==> config.mk <==
export PLATFORM = sky130hd
export DESIGN_NAME = deadband_glide_point_filter
export DESIGN_NICKNAME = d
export VERILOG_FILES = /design/src/rtl/dgpf_pkg.sv /design/src/rtl/deadband_glide_point_filter.sv /design/src/rtl/dgpf_alu.sv
export SDC_FILE = /design/constraint.sdc
export NUM_CORES = 2
export LEC_CHECK = 0
export BUFFER_PORTS_ARGS = -buffer_cell sky130_fd_sc_hd__buf_2
export CAP_MARGIN = 20
export CORE_ASPECT_RATIO = 1.2
export CORE_UTILIZATION = 45
export CTS_BUF_LIST = sky130_fd_sc_hd__clkbuf_16
export DETAILED_ROUTE_END_ITERATION = 8
export PLACE_DENSITY_LB_ADDON = 0.15
export SYNTH_ARGS = -nofsm -noshare
export SYNTH_HDL_FRONTEND = slang
export SYNTH_HIERARCHICAL = 1
export SYNTH_SLANG_ARGS = --single-unit
==> constraint.sdc <==
create_clock -name i_clk -period 23 [get_ports i_clk]
set_clock_uncertainty 0.1 [all_clocks]
set_input_delay 0 -clock i_clk [delete_from_list [all_inputs] [get_ports i_clk]]
set_output_delay 0 -clock i_clk [all_outputs]
set_load 0.05 [all_outputs]
==> src/rtl/dgpf_pkg.sv <==
`timescale 1ns / 1ps

package dgpf_pkg;

    // Fixed widths and the reset value of the scale register.
    localparam int SCALE_W     = 12;
    localparam logic [SCALE_W-1:0] SCALE_RESET = 12'd256;
    localparam int ACTION_W    = 2;

    // Defaults for the coordinate format.
    localparam int COORD_WIDTH_DEF = 16;
    localparam int COORD_FRAC_DEF  = 4;

    // What happened to the held point on one word.
    typedef enum logic [ACTION_W-1:0] {
        ACT_FIRST = 2'd0,
        ACT_HOLD  = 2'd1,
        ACT_SNAP  = 2'd2,
        ACT_GLIDE = 2'd3
    } t_action;

    // Sequencer states.
    typedef enum logic [3:0] {
        ST_IDLE,
        ST_PREP,
        ST_SQ_X,
        ST_SQ_Y,
        ST_SQRT,
        ST_DECIDE,
        ST_MUL_X,
        ST_DIV_X,
        ST_MUL_Y,
        ST_DIV_Y,
        ST_FIN
    } t_state;

endpackage

==> src/rtl/deadband_glide_point_filter.sv <==
`timescale 1ns / 1ps

// Deadband glide point filter. Each input word carries a raw 2D point; the block keeps a held
// point and returns it, with an action code, once per word. The first point after reset, or
// one with restart set, is taken as is; a later point within 2*scale pixels of the held point
// leaves it alone, one at 24*scale or more snaps to it, and one in between glides the held
// point toward it by 0.2*(d-2*scale)/d of the offset. A point that is taken, or that snaps on
// one axis offset alone, goes from acceptance through ST_PREP to ST_FIN. One that needs the
// distance and is then held or snapped also passes through ST_SQ_X, ST_SQ_Y, ST_SQRT and
// ST_DECIDE, and a glided one then through ST_MUL_X, ST_DIV_X, ST_MUL_Y and ST_DIV_Y; each
// result is valid from the same cycle in which the next word can be accepted. The work runs on
// one shared multiplier and compare-subtract unit: one root bit per cycle for the distance,
// then one quotient bit per cycle for each axis. The block takes no new word while one is at
// work; a finished result waits in the output register while the next word is accepted, and
// the next word stalls in its last cycle until that register has been taken.
module deadband_glide_point_filter import dgpf_pkg::*; #(
    parameter int COORD_WIDTH     = COORD_WIDTH_DEF,
    parameter int COORD_FRAC_BITS = COORD_FRAC_DEF
) (
    input  logic i_clk,
    input  logic i_rst_n,
    // Scale register write channel.
    input  logic               i_cfg_valid,
    output logic               o_cfg_ready,
    input  logic [SCALE_W-1:0] i_cfg_data,
    // Raw points in.
    input  logic s_axis_tvalid,
    output logic s_axis_tready,
    // tdata: raw_x, raw_y, zero fill
    input  logic [((2*COORD_WIDTH+7)/8)*8-1:0] s_axis_tdata,
    // tuser: restart
    input  logic s_axis_tuser,
    // Shown points out.
    output logic m_axis_tvalid,
    input  logic m_axis_tready,
    // tdata: shown_x, shown_y, zero fill
    output logic [((2*COORD_WIDTH+7)/8)*8-1:0] m_axis_tdata,
    // tuser: action
    output logic [ACTION_W-1:0] m_axis_tuser
);

    localparam int CW     = COORD_WIDTH;
    localparam int F      = COORD_FRAC_BITS;
    localparam int TD_W   = ((2*CW+7)/8)*8;
    localparam int DW     = CW + 1;              // coordinate difference
    localparam int AX_W   = 9 + F;               // axis offset below the snap distance
    localparam int TH_W   = 17 + F;              // thresholds and glide numerator
    localparam int PW     = AX_W + TH_W;         // products
    localparam int SQE    = 20 + 2*F;            // sum of squares, even width
    localparam int D_W    = 10 + F;              // distance
    localparam int DC_W   = D_W + 8;             // distance times 256
    localparam int DEN_W  = 21 + F;              // 1280 times distance
    localparam int QW     = AX_W;                // glide step
    localparam int SW     = (DEN_W + QW - 1 > PW) ? DEN_W + QW - 1 : PW; // remainder, divider
    localparam int MC_W   = (DW + 8 > TH_W) ? DW + 8 : TH_W;
    localparam int G_W    = ((AX_W > CW) ? AX_W : CW) + 2;
    localparam int CNT_W  = $clog2(SQE/2);

    // Registers.
    t_state                 r_state,    n_state;
    logic [SCALE_W-1:0]     r_scale;
    logic signed [CW-1:0]   r_rx,       n_rx;
    logic signed [CW-1:0]   r_ry,       n_ry;
    logic                   r_restart,  n_restart;
    logic signed [CW-1:0]   r_held_x,   n_held_x;
    logic signed [CW-1:0]   r_held_y,   n_held_y;
    logic                   r_primed,   n_primed;
    logic [AX_W-1:0]        r_ax,       n_ax;
    logic [AX_W-1:0]        r_ay,       n_ay;
    logic                   r_negx,     n_negx;
    logic                   r_negy,     n_negy;
    logic [SW-1:0]          r_rem,      n_rem;
    logic [SW-1:0]          r_div,      n_div;
    logic [SQE-1:0]         r_root,     n_root;
    logic [SQE-1:0]         r_bit,      n_bit;
    logic [CNT_W-1:0]       r_cnt,      n_cnt;
    logic [TH_W-1:0]        r_num,      n_num;
    logic [QW-1:0]          r_quo,      n_quo;
    logic [QW-1:0]          r_qx,       n_qx;
    t_action                r_action,   n_action;
    logic                   r_out_valid, n_out_valid;
    logic signed [CW-1:0]   r_out_x,    n_out_x;
    logic signed [CW-1:0]   r_out_y,    n_out_y;
    t_action                r_out_act,  n_out_act;

    // Shared unit connections.
    logic [AX_W-1:0]  w_mul_a;
    logic [TH_W-1:0]  w_mul_b;
    logic [PW-1:0]    w_prod;
    logic [SW-1:0]    w_sub_a;
    logic [SW-1:0]    w_sub_b;
    logic [SW-1:0]    w_diff;
    logic             w_ge;

    // Datapath helpers.
    logic [TH_W-1:0]        w_dead_t;
    logic [TH_W-1:0]        w_snap_t;
    logic signed [DW-1:0]   w_dx;
    logic signed [DW-1:0]   w_dy;
    logic [DW-1:0]          w_adx;
    logic [DW-1:0]          w_ady;
    logic [DW-1:0]          w_m;
    logic [MC_W-1:0]        w_m256;
    logic                   w_far;
    logic [D_W-1:0]         w_d;
    logic [DC_W-1:0]        w_d256;
    logic [DEN_W-1:0]       w_den;
    logic signed [G_W-1:0]  w_step_x;
    logic signed [G_W-1:0]  w_step_y;
    logic signed [CW-1:0]   w_glide_x;
    logic signed [CW-1:0]   w_glide_y;

    dgpf_alu #(
        .A_W (AX_W),
        .B_W (TH_W),
        .S_W (SW)
    ) u_alu (
        .i_mul_a (w_mul_a),
        .i_mul_b (w_mul_b),
        .o_prod  (w_prod),
        .i_sub_a (w_sub_a),
        .i_sub_b (w_sub_b),
        .o_diff  (w_diff),
        .o_ge    (w_ge)
    );

    // Deadband and snap distances in coordinate units times 256.
    assign w_dead_t = TH_W'(r_scale) << (F + 1);
    assign w_snap_t = (TH_W'(r_scale) + (TH_W'(r_scale) << 1)) << (F + 3);

    // Offsets from the held point and their magnitudes.
    assign w_dx  = DW'(r_rx) - DW'(r_held_x);
    assign w_dy  = DW'(r_ry) - DW'(r_held_y);
    assign w_adx = w_dx[DW-1] ? DW'(-w_dx) : DW'(w_dx);
    assign w_ady = w_dy[DW-1] ? DW'(-w_dy) : DW'(w_dy);
    assign w_m   = (w_adx > w_ady) ? w_adx : w_ady;

    // A single axis already at the snap distance settles the word without the root.
    assign w_m256 = MC_W'(w_m) << 8;
    assign w_far  = (w_m256 >= MC_W'(w_snap_t)) && (w_m256 > MC_W'(w_dead_t));

    // Distance after the root, scaled, and the glide divisor.
    assign w_d    = r_root[D_W-1:0];
    assign w_d256 = {w_d, 8'd0};
    assign w_den  = (DEN_W'(w_d) << 10) + (DEN_W'(w_d) << 8);

    // Glide result per axis, truncated toward zero.
    assign w_step_x  = r_negx ? -$signed(G_W'(r_qx))  : $signed(G_W'(r_qx));
    assign w_step_y  = r_negy ? -$signed(G_W'(r_quo)) : $signed(G_W'(r_quo));
    assign w_glide_x = CW'(G_W'(r_held_x) + w_step_x);
    assign w_glide_y = CW'(G_W'(r_held_y) + w_step_y);

    // Sequencer: next state and datapath updates.
    always_comb begin
        n_state     = r_state;
        n_rx        = r_rx;
        n_ry        = r_ry;
        n_restart   = r_restart;
        n_held_x    = r_held_x;
        n_held_y    = r_held_y;
        n_primed    = r_primed;
        n_ax        = r_ax;
        n_ay        = r_ay;
        n_negx      = r_negx;
        n_negy      = r_negy;
        n_rem       = r_rem;
        n_div       = r_div;
        n_root      = r_root;
        n_bit       = r_bit;
        n_cnt       = r_cnt;
        n_num       = r_num;
        n_quo       = r_quo;
        n_qx        = r_qx;
        n_action    = r_action;
        n_out_valid = r_out_valid;
        n_out_x     = r_out_x;
        n_out_y     = r_out_y;
        n_out_act   = r_out_act;
        w_mul_a     = r_ax;
        w_mul_b     = r_num;
        w_sub_a     = r_rem;
        w_sub_b     = r_div;

        // The output word leaves when taken.
        if (r_out_valid && m_axis_tready) begin
            n_out_valid = 1'b0;
        end

        case (r_state)
            ST_IDLE: begin
                if (s_axis_tvalid) begin
                    n_rx      = s_axis_tdata[CW-1:0];
                    n_ry      = s_axis_tdata[2*CW-1:CW];
                    n_restart = s_axis_tuser;
                    n_state   = ST_PREP;
                end
            end
            ST_PREP: begin
                n_ax   = AX_W'(w_adx);
                n_ay   = AX_W'(w_ady);
                n_negx = w_dx[DW-1];
                n_negy = w_dy[DW-1];
                if (r_restart || !r_primed) begin
                    n_action = ACT_FIRST;
                    n_state  = ST_FIN;
                end else if (w_far) begin
                    n_action = ACT_SNAP;
                    n_state  = ST_FIN;
                end else begin
                    n_state  = ST_SQ_X;
                end
            end
            ST_SQ_X: begin
                w_mul_a = r_ax;
                w_mul_b = TH_W'(r_ax);
                n_rem   = SW'(w_prod);
                n_state = ST_SQ_Y;
            end
            ST_SQ_Y: begin
                w_mul_a = r_ay;
                w_mul_b = TH_W'(r_ay);
                n_rem   = r_rem + SW'(w_prod);
                n_root  = '0;
                n_bit   = SQE'(1) << (SQE - 2);
                n_cnt   = CNT_W'(SQE/2 - 1);
                n_state = ST_SQRT;
            end
            ST_SQRT: begin
                // One root bit per cycle.
                w_sub_a = r_rem;
                w_sub_b = SW'(r_root + r_bit);
                if (w_ge) begin
                    n_rem  = w_diff;
                    n_root = (r_root >> 1) + r_bit;
                end else begin
                    n_root = r_root >> 1;
                end
                n_bit = r_bit >> 2;
                n_cnt = r_cnt - 1'b1;
                if (r_cnt == '0) begin
                    n_state = ST_DECIDE;
                end
            end
            ST_DECIDE: begin
                if (w_d256 <= DC_W'(w_dead_t)) begin
                    n_action = ACT_HOLD;
                    n_state  = ST_FIN;
                end else if (w_d256 >= DC_W'(w_snap_t)) begin
                    n_action = ACT_SNAP;
                    n_state  = ST_FIN;
                end else begin
                    n_num    = TH_W'(w_d256 - DC_W'(w_dead_t));
                    n_action = ACT_GLIDE;
                    n_state  = ST_MUL_X;
                end
            end
            ST_MUL_X: begin
                w_mul_a = r_ax;
                w_mul_b = r_num;
                n_rem   = SW'(w_prod);
                n_div   = SW'(w_den) << (QW - 1);
                n_cnt   = CNT_W'(QW - 1);
                n_quo   = '0;
                n_state = ST_DIV_X;
            end
            ST_DIV_X: begin
                // One quotient bit per cycle.
                w_sub_a = r_rem;
                w_sub_b = r_div;
                if (w_ge) begin
                    n_rem = w_diff;
                end
                n_quo = {r_quo[QW-2:0], w_ge};
                n_div = r_div >> 1;
                n_cnt = r_cnt - 1'b1;
                if (r_cnt == '0) begin
                    n_state = ST_MUL_Y;
                end
            end
            ST_MUL_Y: begin
                n_qx    = r_quo;
                w_mul_a = r_ay;
                w_mul_b = r_num;
                n_rem   = SW'(w_prod);
                n_div   = SW'(w_den) << (QW - 1);
                n_cnt   = CNT_W'(QW - 1);
                n_quo   = '0;
                n_state = ST_DIV_Y;
            end
            ST_DIV_Y: begin
                w_sub_a = r_rem;
                w_sub_b = r_div;
                if (w_ge) begin
                    n_rem = w_diff;
                end
                n_quo = {r_quo[QW-2:0], w_ge};
                n_div = r_div >> 1;
                n_cnt = r_cnt - 1'b1;
                if (r_cnt == '0) begin
                    n_state = ST_FIN;
                end
            end
            ST_FIN: begin
                // Commit once the output register is free.
                if (!r_out_valid || m_axis_tready) begin
                    case (r_action)
                        ACT_FIRST, ACT_SNAP: begin
                            n_held_x = r_rx;
                            n_held_y = r_ry;
                        end
                        ACT_GLIDE: begin
                            n_held_x = w_glide_x;
                            n_held_y = w_glide_y;
                        end
                        default: begin
                            n_held_x = r_held_x;
                            n_held_y = r_held_y;
                        end
                    endcase
                    n_primed    = 1'b1;
                    n_out_valid = 1'b1;
                    n_out_x     = n_held_x;
                    n_out_y     = n_held_y;
                    n_out_act   = r_action;
                    n_state     = ST_IDLE;
                end
            end
            default: begin
                n_state = ST_IDLE;
            end
        endcase
    end

    // State and control registers.
    always_ff @(posedge i_clk) begin
        if (!i_rst_n) begin
            r_state     <= ST_IDLE;
            r_primed    <= 1'b0;
            r_out_valid <= 1'b0;
            r_held_x    <= '0;
            r_held_y    <= '0;
        end else begin
            r_state     <= n_state;
            r_primed    <= n_primed;
            r_out_valid <= n_out_valid;
            r_held_x    <= n_held_x;
            r_held_y    <= n_held_y;
        end
    end

    // Scale register.
    always_ff @(posedge i_clk) begin
        if (!i_rst_n) begin
            r_scale <= SCALE_RESET;
        end else if (i_cfg_valid) begin
            r_scale <= i_cfg_data;
        end
    end

    // Working registers.
    always_ff @(posedge i_clk) begin
        r_rx      <= n_rx;
        r_ry      <= n_ry;
        r_restart <= n_restart;
        r_ax      <= n_ax;
        r_ay      <= n_ay;
        r_negx    <= n_negx;
        r_negy    <= n_negy;
        r_rem     <= n_rem;
        r_div     <= n_div;
        r_root    <= n_root;
        r_bit     <= n_bit;
        r_cnt     <= n_cnt;
        r_num     <= n_num;
        r_quo     <= n_quo;
        r_qx      <= n_qx;
        r_action  <= n_action;
        r_out_x   <= n_out_x;
        r_out_y   <= n_out_y;
        r_out_act <= n_out_act;
    end

    // Ports.
    assign o_cfg_ready   = 1'b1;
    assign s_axis_tready = (r_state == ST_IDLE);
    assign m_axis_tvalid = r_out_valid;
    assign m_axis_tdata  = TD_W'({r_out_y, r_out_x});
    assign m_axis_tuser  = r_out_act;

endmodule

==> src/rtl/dgpf_alu.sv <==
`timescale 1ns / 1ps

// Shared arithmetic unit: one multiplier and one compare-subtract.
module dgpf_alu #(
    parameter int A_W = 13,
    parameter int B_W = 21,
    parameter int S_W = 34
) (
    input  logic [A_W-1:0]     i_mul_a,
    input  logic [B_W-1:0]     i_mul_b,
    output logic [A_W+B_W-1:0] o_prod,
    input  logic [S_W-1:0]     i_sub_a,
    input  logic [S_W-1:0]     i_sub_b,
    output logic [S_W-1:0]     o_diff,
    output logic               o_ge
);

    logic [S_W:0] w_sub;

    // Unsigned product of the two operands.
    assign o_prod = (A_W+B_W)'(i_mul_a) * (A_W+B_W)'(i_mul_b);

    // Subtract with borrow; no borrow means a is at least b.
    assign w_sub  = {1'b0, i_sub_a} - {1'b0, i_sub_b};
    assign o_diff = w_sub[S_W-1:0];
    assign o_ge   = ~w_sub[S_W];

endmodule
==> summary.md <==
| Metric | Value |
|---|---|
| Final nets | `4557` |
| Initial Utilization | `45.72%` |
| Status | `completed` |
| Number of CTS-inserted buffers | `38` |
| Max cap viols | `0` |
| Clk_lat worst skew | `0.58 ns` |
| Reg-to-reg endpoint | `r_rem[35]` |
| Bufs on Longest Clock Path | `3` |
| Final worst-path cycle share | `41.77%` |
| Fillcell total | `7326` |
| Crit path kind | `reg2reg` |
| Top-area cell type share of the netlist area | `22.55%` |
| Via/cell ratio | `5.520` |
| CP arrival | `9.81 ns` |
| Area delta synth->final | `9.332%` |
| CP endpoint kind | `register` |
| Routability cong. | `0.9010` |
| Most frequent cell after synthesis | `inv_1` |
| Pre-Repair DR Iteration Count | `5` |
| CTS tree | `built` |
| Routed Antenna Nets | `0` |
| Die footprint | `77750 sq um` |
| Syn nets | `4491` |
| Crit Path Max Fanout | `21` |
| Commonest cells post-synth | `450 x inv_1, 433 x nand2_1, 332 x ha_1` |
| Vias in the first global route | `27730` |
| Clock transition at path regs | `0.06 ns` |
| Register area share after synthesis | `25.46%` |
| Die X | `254.7 microns` |
| Final hold vios | `0` |
| Ys Warns | `6` |
| Slew @ Worst Pin | `1.169 ns` |
| Cell repeated most along the worst path | `fa_1` |
| Area occupied by multi-input gates | `23440 sq um` |
| I/O pin cnt | `87` |
| F_max | `104.1 MHz` |
| Async S/R FF share, synth | `0%` |
| ANT cells | `0` |
| Worst Setup SP | `r_state[2]` |
| HP Class | `in2reg` |
| # DRC | `0` |
| Ys flop type | `edfxtp_1` |
| Initial antenna violation count | `0` |
| CP max stage delay | `0.65 ns` |
| Reg area | `8778 sq um` |
| Synth top area cells | `edfxtp_1 23%, fa_1 13%, ha_1 12%` |
| Clk root buf | `clkbuf_16` |
| Worst Reg-to-Reg Cells | `32` |
| Post-CTS Setup Inserts | `0` |
| Synth cell types | `113` |
| Cell taking the most area after synthesis | `edfxtp_1` |
| Total grt overflow | `0` |
| Startpoint Class | `register` |
| Instance count of the mapped netlist | `3892` |
| Average routed wire per standard cell | `18.99 microns` |
| DR vias | `27580` |
| Post-Syn Area per Cell | `8.861 sq um` |
| Unrepaired setup endpoints after global routing | `false` |
| Largest net degree at the start of global routing | `77` |
| CTS sink count | `309` |
| Num rows | `110` |
| CTS H-tree lvls | `2` |
| Reg2reg setup slack | `13.39 ns` |
| Max-slew violation count | `0` |
| Setup-failing EPs final | `0` |
| Yosys reg bits | `309` |
| Fin Setup TNS | `0 ns` |
| IO buf count | `85` |
| Critical R2R Launch | `r_state[2]` |
| Worst Path Required | `23.21 ns` |
| DR iter-0 viols | `1509` |
| Crit path max-delay cell type | `dfxtp_1` |
| Hpwl dp | `73.34 mm` |
| DIE HEIGHT | `305.3 microns` |
| GRT Util Overall | `24.63%` |
| Critical path destination | `r_rem[35]` |
| First-pass GRT wire length | `150.5 mm` |
| Fin crit period | `9.607 ns` |
| Mapped Area | `34490 sq um` |
| Core ar. | `75420 sq um` |
| Final wirelength | `94.89 mm` |
| Post-synth EDFFs | `259` |
| Rel. slew slack | `21.77%` |
| Fraction of layout cells with a size suffix above 1 | `7.422%` |
==> layout by cell type, fill, tap and decap left out, types with 19 or more instances in the layout <==
cell	synthesis	final
a211oi_1	28	28
a21boi_0	46	46
a21o_1	76	76
a21oi_1	259	258
a22oi_1	28	28
a31o_2	19	19
a31oi_1	50	50
and2_1	166	165
and3_1	34	34
buf_2	5	85
buf_4	2	41
clkbuf_16	0	39
dfxtp_1	50	50
dlygate4sd3_1	0	60
edfxtp_1	259	259
fa_1	217	217
ha_1	332	332
inv_1	450	456
mux2_2	20	20
mux2i_1	56	56
nand2_1	433	432
nand2b_1	31	31
nand3_1	62	62
nand4_1	27	27
nor2_1	237	235
nor2b_1	56	56
nor3_1	35	34
o21a_1	35	35
o21ai_0	167	165
o21bai_1	36	36
o31ai_1	23	23
xnor2_1	159	159
xor2_1	91	91
==> how the worst min path moves through the flow <==
stage | start | endpoint | slack, ns | cells after the start
after floorplan | s_axis_tuser | r_restart | -0.001 | 0
after global placement | s_axis_tdata[25] | r_ry[9] | 0.08 | 1
after detailed placement | s_axis_tdata[15] | r_rx[15] | 0.08 | 1
after CTS | s_axis_tdata[6] | r_rx[6] | 0.004 | 2
after global routing | s_axis_tdata[24] | r_ry[8] | 0.02 | 2
final | s_axis_tdata[23] | r_ry[7] | 0.03 | 2
==> worst max-delay path, delay by kind of cell (launching register included) <==
family | cells | cell delay [ns]
fa+ha+maj | 7 | 3.28
compound gates | 14 | 3.11
simple gates | 3 | 0.82
flops | 1 | 0.65
mux | 1 | 0.52
buf+inv | 5 | 0.46
xor+xnor | 2 | 0.38
==> per-stage QoR <==
step / hold slack [ns] / instance area, sq um / cells / utilization, % / setup WS [ns]
floorplan: -0.001131 / 34490 / 3892 / - / 14.05
global placement: 0.07761 / 35910 / 4866 / 47.61 / 13.55
detailed placement: 0.07809 / 35910 / 4866 / 47.61 / 13.42
CTS: 0.003927 / 37700 / 4996 / 49.99 / 13.41
global route: 0.02353 / 37700 / 4996 / 49.99 / 12.76
finish: 0.03247 / 37700 / 4996 / 49.99 / 13.39
==> area by class of cell <==
| cell class | count | area share (%) |
|---|---|---|
| multi-input combinational | 2970 | 62.16 |
| sequential | 309 | 23.28 |
| inverter | 453 | 4.510 |
| timing repair buffer | 186 | 3.538 |
| tap | 1008 | 3.345 |
| clock buffer | 39 | 2.588 |
| clock inverter | 31 | 0.5774 |
==> repair_timing <==
item	in CTS	in global routing
hold buffers	60	0
hold endpoints to repair	49	0
resized for setup	0	0
==> flip-flops by register name, summed over array words and instances (netlist names), 12 cells and up <==
| register | count |
|---|---|
| r_quo | 13 |
| r_ry | 16 |
| r_div | 37 |
| r_out_x | 16 |
| r_qx | 13 |
| r_num | 16 |
| r_ay | 13 |
| r_rem | 37 |
| r_bit | 14 |
| r_root | 28 |
| r_held_x | 16 |
| r_rx | 16 |
| r_held_y | 16 |
| r_out_y | 16 |
| r_scale | 12 |
| r_ax | 13 |
==> layer usage <==
| metal | wire (microns) | track usage (%) | up-vias | share of wire, % |
|---|---|---|---|---|
| met3 | 3069 | 2.188 | 140 | 3.2 |
| met5 | 0 | 0 | - | 0 |
| met4 | 3197 | 8.369 | 0 | 3.4 |
| met1 | 39790 | 29.76 | 13320 | 42 |
| met2 | 48830 | 45.18 | 547 | 51 |
| li1 | - | - | 13570 | - |
==> cells by family after synthesis <==
family          synth area share, %
simple gates                  16.34
compound gates                17.87
buf+inv                       6.756
fa+ha+maj                     24.68
flops                         25.46
xor+xnor                      6.571
mux                           2.322
other cells                 0.01087
Power is not shown: default switching activity piles up to over one toggle a cycle in this logic, so the estimate is an artifact.
